--- src/sv/oate_pkg.sv ---
package oate_pkg;

  localparam int unsigned DEPTH_DEF      = 128;
  localparam int unsigned DATA_WIDTH_DEF = 32;

  localparam int unsigned CMD_W    = 2;
  localparam int unsigned POS_W    = 8;
  localparam int unsigned VALUE_W  = 32;
  localparam int unsigned STATUS_W = 3;
  localparam int unsigned FILL_W   = 8;

  // stream payload widths, padded to whole bytes
  localparam int unsigned S_TDATA_W = 40;
  localparam int unsigned M_TDATA_W = 48;
  localparam int unsigned M_USED_W  = STATUS_W + VALUE_W + FILL_W;

  typedef enum logic [CMD_W-1:0] {
    CMD_INSERT  = 2'd0,
    CMD_DELETE  = 2'd1,
    CMD_READ    = 2'd2,
    CMD_REVERSE = 2'd3
  } oate_cmd_e;

  typedef enum logic [STATUS_W-1:0] {
    ST_OK       = 3'd0,
    ST_BADPOS   = 3'd1,
    ST_EMPTY    = 3'd2,
    ST_NOTFOUND = 3'd3,
    ST_FULL     = 3'd4
  } oate_status_e;

  // controller to datapath
  typedef struct packed {
    logic         accept;     // latch position and value
    logic         srch_start; // walk index to zero
    logic         ins_start;  // walk index to last entry
    logic         del_start;  // walk index to entry above the hit
    logic         idx_inc;
    logic         idx_dec;
    logic         chk;        // search read at walk index
    logic         shift_rd;   // shift read at walk index, write follows
    logic         shift_up;   // shift direction for insert
    logic         rd_pos;     // read at position
    logic         put_value;  // write value at position
    logic         rv_init;
    logic         rv_rd;      // read both ends
    logic         rv_wlo;
    logic         rv_whi;
    logic         cnt_inc;
    logic         cnt_dec;
    logic         res_load;
    logic         res_rd;
    oate_status_e res_status;
  } oate_ctrl_t;

  // datapath to controller
  typedef struct packed {
    logic pos_gt_cnt;
    logic pos_ge_cnt;
    logic cnt_full;
    logic cnt_zero;
    logic cnt_gt1;
    logic idx_eq_cnt;
    logic idx_at_pos;
    logic idx_last;
    logic chk_vld;
    logic hit;
    logic hit_last;
    logic rv_more;
  } oate_stat_t;

endpackage

--- src/sv/oate_ctrl.sv ---
module oate_ctrl import oate_pkg::*; (
  input  logic             clk_i,
  input  logic             rst_ni,
  input  logic             in_valid_i,
  input  logic [CMD_W-1:0] in_cmd_i,
  output logic             in_ready_o,
  input  logic             out_ready_i,
  output logic             out_valid_o,
  output oate_ctrl_t       ctrl_o,
  input  oate_stat_t       stat_i
);

  localparam logic [3:0] S_IDLE      = 4'd0;
  localparam logic [3:0] S_DECODE    = 4'd1;
  localparam logic [3:0] S_INS_SHIFT = 4'd2;
  localparam logic [3:0] S_DRAIN     = 4'd3;
  localparam logic [3:0] S_INS_PUT   = 4'd4;
  localparam logic [3:0] S_DEL_SRCH  = 4'd5;
  localparam logic [3:0] S_DEL_SHIFT = 4'd6;
  localparam logic [3:0] S_RV_RD     = 4'd7;
  localparam logic [3:0] S_RV_WLO    = 4'd8;
  localparam logic [3:0] S_RV_WHI    = 4'd9;
  localparam logic [3:0] S_DONE      = 4'd10;

  logic [3:0]   state_q, state_d;
  oate_cmd_e    op_q, op_d;
  oate_status_e code_q, code_d;
  logic         out_vld_q, out_vld_d;

  always_comb begin
    state_d   = state_q;
    op_d      = op_q;
    code_d    = code_q;
    out_vld_d = out_vld_q;
    ctrl_o    = '0;

    if (out_vld_q && out_ready_i) begin
      out_vld_d = 1'b0;
    end

    case (state_q)
      S_IDLE: begin
        if (in_valid_i) begin
          ctrl_o.accept = 1'b1;
          op_d          = oate_cmd_e'(in_cmd_i);
          state_d       = S_DECODE;
        end
      end
      S_DECODE: begin
        code_d = ST_OK;
        case (op_q)
          CMD_INSERT: begin
            if (stat_i.pos_gt_cnt) begin
              code_d  = ST_BADPOS;
              state_d = S_DONE;
            end else if (stat_i.cnt_full) begin
              code_d  = ST_FULL;
              state_d = S_DONE;
            end else if (stat_i.pos_ge_cnt) begin
              state_d = S_INS_PUT;
            end else begin
              ctrl_o.ins_start = 1'b1;
              state_d          = S_INS_SHIFT;
            end
          end
          CMD_DELETE: begin
            if (stat_i.cnt_zero) begin
              code_d  = ST_EMPTY;
              state_d = S_DONE;
            end else begin
              ctrl_o.srch_start = 1'b1;
              state_d           = S_DEL_SRCH;
            end
          end
          CMD_READ: begin
            if (stat_i.pos_ge_cnt) begin
              code_d = ST_BADPOS;
            end else begin
              ctrl_o.rd_pos = 1'b1;
            end
            state_d = S_DONE;
          end
          default: begin
            if (stat_i.cnt_gt1) begin
              ctrl_o.rv_init = 1'b1;
              state_d        = S_RV_RD;
            end else begin
              state_d = S_DONE;
            end
          end
        endcase
      end
      S_INS_SHIFT: begin
        ctrl_o.shift_rd = 1'b1;
        ctrl_o.shift_up = 1'b1;
        ctrl_o.idx_dec  = 1'b1;
        if (stat_i.idx_at_pos) begin
          state_d = S_DRAIN;
        end
      end
      S_DRAIN: begin
        if (op_q == CMD_INSERT) begin
          state_d = S_INS_PUT;
        end else begin
          ctrl_o.cnt_dec = 1'b1;
          state_d        = S_DONE;
        end
      end
      S_INS_PUT: begin
        ctrl_o.put_value = 1'b1;
        ctrl_o.cnt_inc   = 1'b1;
        state_d          = S_DONE;
      end
      S_DEL_SRCH: begin
        if (stat_i.hit) begin
          if (stat_i.hit_last) begin
            ctrl_o.cnt_dec = 1'b1;
            state_d        = S_DONE;
          end else begin
            ctrl_o.del_start = 1'b1;
            state_d          = S_DEL_SHIFT;
          end
        end else if (!stat_i.idx_eq_cnt) begin
          ctrl_o.chk     = 1'b1;
          ctrl_o.idx_inc = 1'b1;
        end else if (!stat_i.chk_vld) begin
          code_d  = ST_NOTFOUND;
          state_d = S_DONE;
        end
      end
      S_DEL_SHIFT: begin
        ctrl_o.shift_rd = 1'b1;
        ctrl_o.idx_inc  = 1'b1;
        if (stat_i.idx_last) begin
          state_d = S_DRAIN;
        end
      end
      S_RV_RD: begin
        ctrl_o.rv_rd = 1'b1;
        state_d      = S_RV_WLO;
      end
      S_RV_WLO: begin
        ctrl_o.rv_wlo = 1'b1;
        state_d       = S_RV_WHI;
      end
      S_RV_WHI: begin
        ctrl_o.rv_whi = 1'b1;
        if (stat_i.rv_more) begin
          ctrl_o.rv_rd = 1'b1;
          state_d      = S_RV_WLO;
        end else begin
          state_d = S_DONE;
        end
      end
      S_DONE: begin
        if (!out_vld_q || out_ready_i) begin
          ctrl_o.res_load   = 1'b1;
          ctrl_o.res_status = code_q;
          ctrl_o.res_rd     = (op_q == CMD_READ) && (code_q == ST_OK);
          out_vld_d         = 1'b1;
          state_d           = S_IDLE;
        end
      end
      default: begin
        state_d = S_IDLE;
      end
    endcase
  end

  always_ff @(posedge clk_i or negedge rst_ni) begin
    if (!rst_ni) begin
      state_q   <= S_IDLE;
      out_vld_q <= 1'b0;
    end else begin
      state_q   <= state_d;
      out_vld_q <= out_vld_d;
    end
  end

  always_ff @(posedge clk_i) begin
    op_q   <= op_d;
    code_q <= code_d;
  end

  assign in_ready_o  = state_q == S_IDLE;
  assign out_valid_o = out_vld_q;

endmodule

--- config.mk ---
export PLATFORM = sky130hd
export DESIGN_NAME = oate_ctrl
export DESIGN_NICKNAME = d
export VERILOG_FILES = /design/src/sv/oate_pkg.sv /design/src/sv/oate_ctrl.sv
export SDC_FILE = /design/constraint.sdc
export NUM_CORES = 1
export LEC_CHECK = 0
export BUFFER_PORTS_ARGS = -buffer_cell sky130_fd_sc_hd__buf_2
export CORE_MARGIN = 10
export CORE_UTILIZATION = 29
export DETAILED_ROUTE_END_ITERATION = 6
export HOLD_SLACK_MARGIN = 0.02
export RECOVER_POWER = 50
export SETUP_SLACK_MARGIN = 0.2
export SLEW_MARGIN = 10
export SYNTH_ARGS = -nofsm -noshare
export SYNTH_HDL_FRONTEND = slang
export SYNTH_SLANG_ARGS = --single-unit
--- constraint.sdc ---
create_clock -name clk_i -period 1.88 [get_ports clk_i]
set_input_delay 0.188 -clock clk_i [delete_from_list [all_inputs] [get_ports clk_i]]
set_output_delay 0.188 -clock clk_i [all_outputs]
set_load 0.02 [all_outputs]
; Yosys cells after proc, flatten, opt, wreduce, memory -nomap -nowiden
; Index checks and enable logic that the tools add are counted.
[totals]
regBits = 10
input_bits = 18
out_inout_bits = 24
wordCells = 101
[op_classes]
eq_ne = 21
n_mux = 63
reduce_logical = 13
[op_table]
columns = op, n
row1 = $mux W4, 13
row2 = $pmux W4 S11, 1
row3 = $mux W1, 32
row4 = $mux W3, 6
row5 = $eq A4 B3 Y1 const B, 4
row6 = $ne A2 B2 Y1 const B, 7
row7 = $eq A4 B4 Y1 const B, 3
row8 = $pmux W4 S3, 1
row9 = $mux W5, 2
row10 = $pmux W3 S3, 1
row11 = $eq A4 B2 Y1 const B, 2
row12 = $mux W2, 3
row13 = $ne A3 B3 Y1 const B, 2
row14 = $pmux W1 S2, 3
row15 = $pmux W3 S2, 1
row16 = $reduce_and A6 Y1, 1
row17 = $eq A4 B1 Y1 const B, 1
row18 = $logic_not A4 Y1, 1
row19 = $reduce_and A4 Y1, 1
row20 = $logic_not A3 Y1, 1
row21 = $reduce_or A3 Y1, 1
row22 = $eq A2 B1 Y1 const B, 1
row23 = $eq A2 B2 Y1 const B, 1
row24 = $logic_and A1 B1 Y1, 2
row25 = other kinds (6), 6

; Logic depth before layout (Yosys ltp)
[depth]
ltp_word = 5
ltp_mapped = 6
mapped_depth_nobuf = 4

; Worst setup path after synthesis
; OpenSTA, ideal clock, no wires.
[synth_path]
path_kind = register -> output
from = reg state_q[2]
to = out ctrl_o[12] in the netlist's numbering
arrival_time_ns = 1.851
t_required_ns = 1.692
slack_ns = -0.159
path_stages_with_launch = 5
cell_sequence = dfrtp_1 > buf_6 > or4b_1 > clkbuf_1 > nor4b_1
[synth_lines]
columns = element, line
row1 = start: declaration, oate_ctrl.sv:25  ; logic [3:0] state_q, state_d;
row2 = start signal: assignment, oate_ctrl.sv:175  ; state_q <= state_d;
row3 = end: declaration, oate_ctrl.sv:9  ; output oate_ctrl_t ctrl_o,

==> impl_metrics.ini <==
[drt]
vias = 1220
via_per_inst = 5.148
drt_wl_total_um = 4073
wl_per_cell_um = 17.19
drt_first_pass_iters = 5
drtIter0Drc = 51
drc_errors = 0
postRouteAntennaNets = 0

[timing]
max_freq_mhz = 519.4
worst_pin_slew_ps = 456.5
finalWorstSetupSlack_ps = -45.47
skew_ps = 1.971
hold_viol = 0
rsz0062_at_grt = true
timing.final.crit_share = 1.024
slew_headroom = 0.6938
min_period_ps = 1925
finalMaxSlewViolations = 0
setup_viol = 3
tns_ps = -104.9

[worst_hold_path]
whs_path_depth = 1
hold_class = input pin to register

[floorplanning]
dieArea_um2 = 5806
io_pins = 42
dieWidth_um = 76.20
num_rows = 20
fp.dieH_um = 76.20
core_um2 = 3028
initial_core_util = 0.3025

[grt]
grt_pass1_vias = 1132
grt_start_max_net_pins = 9
antenna_found_initial = 0
grt_overflow = 0
grtUsageTotal = 0.1062
grt_pass1_wl_um = 5319

[clocking]
clk_pin_slew_worst_paths_ps = 70
clockRootBuffer = clkbuf_4
clk_latency_ps = 270
tritoncts = built
clock-sinks = 10
h-tree-depth = 1
clk_path_buf_depth = 2
cts_inserted_buffers = 3

[place]
hpwl_um = 2430
port_buffers = 41
gp_congestion = 0.8880

[finish]
area_growth_pct = 112.4
post_route_cells_drive_above_1_share = 0.6788
fillers = 225
final_nets = 212
n_antenna_cell = 0

[synth]
ys.flop_type = edfxtp_1
syn_inst = 106
syn-num-nets = 124
synth_edf_count = 5
synth.distinct_cells = 42
mappedNetlistArea_um2 = 915.9
ys_ff_latch = 10
yosysWarnings = 0
synth_seq_area_share = 0.3005
async_flop_share = 0.5000
avgSynthCellArea_um2 = 8.640

[status]
run_status = finished with violations
failed_checks = setup timing

[worst_setup_path]
r2r.worst_path.cells = 6
cp-start-kind = register
worstPathRequired_ps = 1690
crit_top_cell = buf_6
critPathKind = register to primary output
cp_slowest_cell = dfrtp_2
worstPathCellList = buf_6 -> buf_6 -> nand2b_4 -> nor3b_2 -> a31oi_1 -> nor2b_1 -> buf_4
cp-end-kind = primary output
cp_max_fo = 5
max_stage_delay_ps = 470
crit_arrival_ps = 1740

[power]
p_per_area_nw_per_um2 = 1521
total_power_mw = 2.960
vdd_drop_max_uv = 893.7
leakagePower_nw = 0.8687

[run]
drv_cap = 0
logic make-up after synthesis:
family	synth area share
and+or+nand+nor	0.4071
AOI/OAI and AO/OA	0.1817
buffers and inverters	0.07786
DFF	0.3005
muxes	0.02322
xor gates and xnor gates	0.009565
sequential cells by signal (all words and copies together) (netlist names):
register     count
out_valid_o      1
op_q             2
state_q          4
code_q           3
layout make-up:
| cell class | count | area, µm² | share of cell area |
|---|---|---|---|
| multi-input cells | 83 | 803.3 | 0.4129 |
| inverters | 3 | 11.26 | 0.005788 |
| repair buffers | 93 | 762.0 | 0.3916 |
| clock buffers | 4 | 36.28 | 0.01865 |
| flip-flops and latches | 10 | 277.8 | 0.1428 |
| well taps | 44 | 55.05 | 0.02830 |
report_power, final:
group | switching (mW) | internal, mW | total (mW)
Clock | 0.0791 | 0.118 | 0.197
Combinational | 1.08 | 1.25 | 2.33
Sequential | 0.103 | 0.331 | 0.435
cell usage in the layout (no fill, tap or decap), types with 3 or more instances in the layout:
master	instances
nand2b_4	3
nor3_4	3
nor2_1	9
dfrtp_1	3
clkbuf_4	3
clkbuf_1	3
nor2b_1	3
and2_4	5
buf_2	18
buf_6	32
edfxtp_1	5
nor3b_2	3
nor3_1	4
nand2_1	3
nand2b_1	5
buf_4	38
synth_stat cells, drive strengths merged (2+ instances only):
cell type / number / area (µm²)
nor2b: 4 / 25.02
clkbuf: 6 / 22.52
nor2: 9 / 33.78
a21oi: 2 / 10.01
nand4bb: 2 / 22.52
o32ai: 2 / 25.03
a211oi: 3 / 27.52
and2: 6 / 37.54
nand2b: 8 / 50.05
inv: 3 / 11.26
dfrtp: 5 / 125.1
edfxtp: 5 / 150.1
nor4: 2 / 12.51
a32o: 2 / 20.02
nor3b: 5 / 37.54
buf: 4 / 37.53
o31ai: 2 / 15.01
nor3: 9 / 45.04
nor4b: 3 / 26.28
nand2: 3 / 11.26
nand3: 2 / 10.01
o21bai: 2 / 15.01
final timing paths:
path | start | end | slack [ps]
setup / recovery | state_q[2]$_DFFE_PN0P_ | ctrl_o[9] | -50
min in group asynchronous | rst_ni | out_valid_o$_DFF_PN0_ | 320
setup reg to reg | state_q[3]$_DFFE_PN0P_ | state_q[1]$_DFFE_PN0P_ | -40
hold / removal | in_cmd_i[1] | op_q[1]$_DFFE_PP_ | 90
hold reg to reg | out_valid_o$_DFF_PN0_ | out_valid_o$_DFF_PN0_ | 630
max in group asynchronous | rst_ni | state_q[2]$_DFFE_PN0P_ | 1310
layer usage:
layer	track usage	routed length (µm)
met1	0.1221	1622
met2	0.1896	2249
met3	0.03420	152
met4	0.01487	49
met5	0	0
through the flow:
step                instances  setup WS [ps]  utilization  hold WS, ps  cell area, µm²
finish                    237         -45.47       0.6426        91.91            1946
global route              237         -99.75       0.6426        80.43            1946
CTS                       215         -13.37       0.5054        85.18            1530
detailed placement        194          117.0       0.4099        9.527            1241
global placement          194          159.5       0.4099        6.586            1241
floorplan                 106          98.21            -       -107.6           943.4
worst max-delay path: cells and delay by family (launching register included):
kind                   cells  cell delay [ps]
AND/OR/NAND/NOR            3              500
flip-flops                 1              470
buffers and inverters      3              390
AO/OA/AOI/OAI              1               90
what timing repair did:
| item | 4_1_cts | 5_1_grt |
|---|---|---|
| endpoints found under the setup margin | 20 | 25 |
| buffers inserted | 16 | 22 |
| gates cloned | 0 | 0 |
| pin swaps | 4 | 13 |
| resized for setup | 32 | 62 |
| endpoints found under the hold margin | 5 | 0 |
| hold buffers | 1 | 0 |
Power figures use the tool's default switching activity.
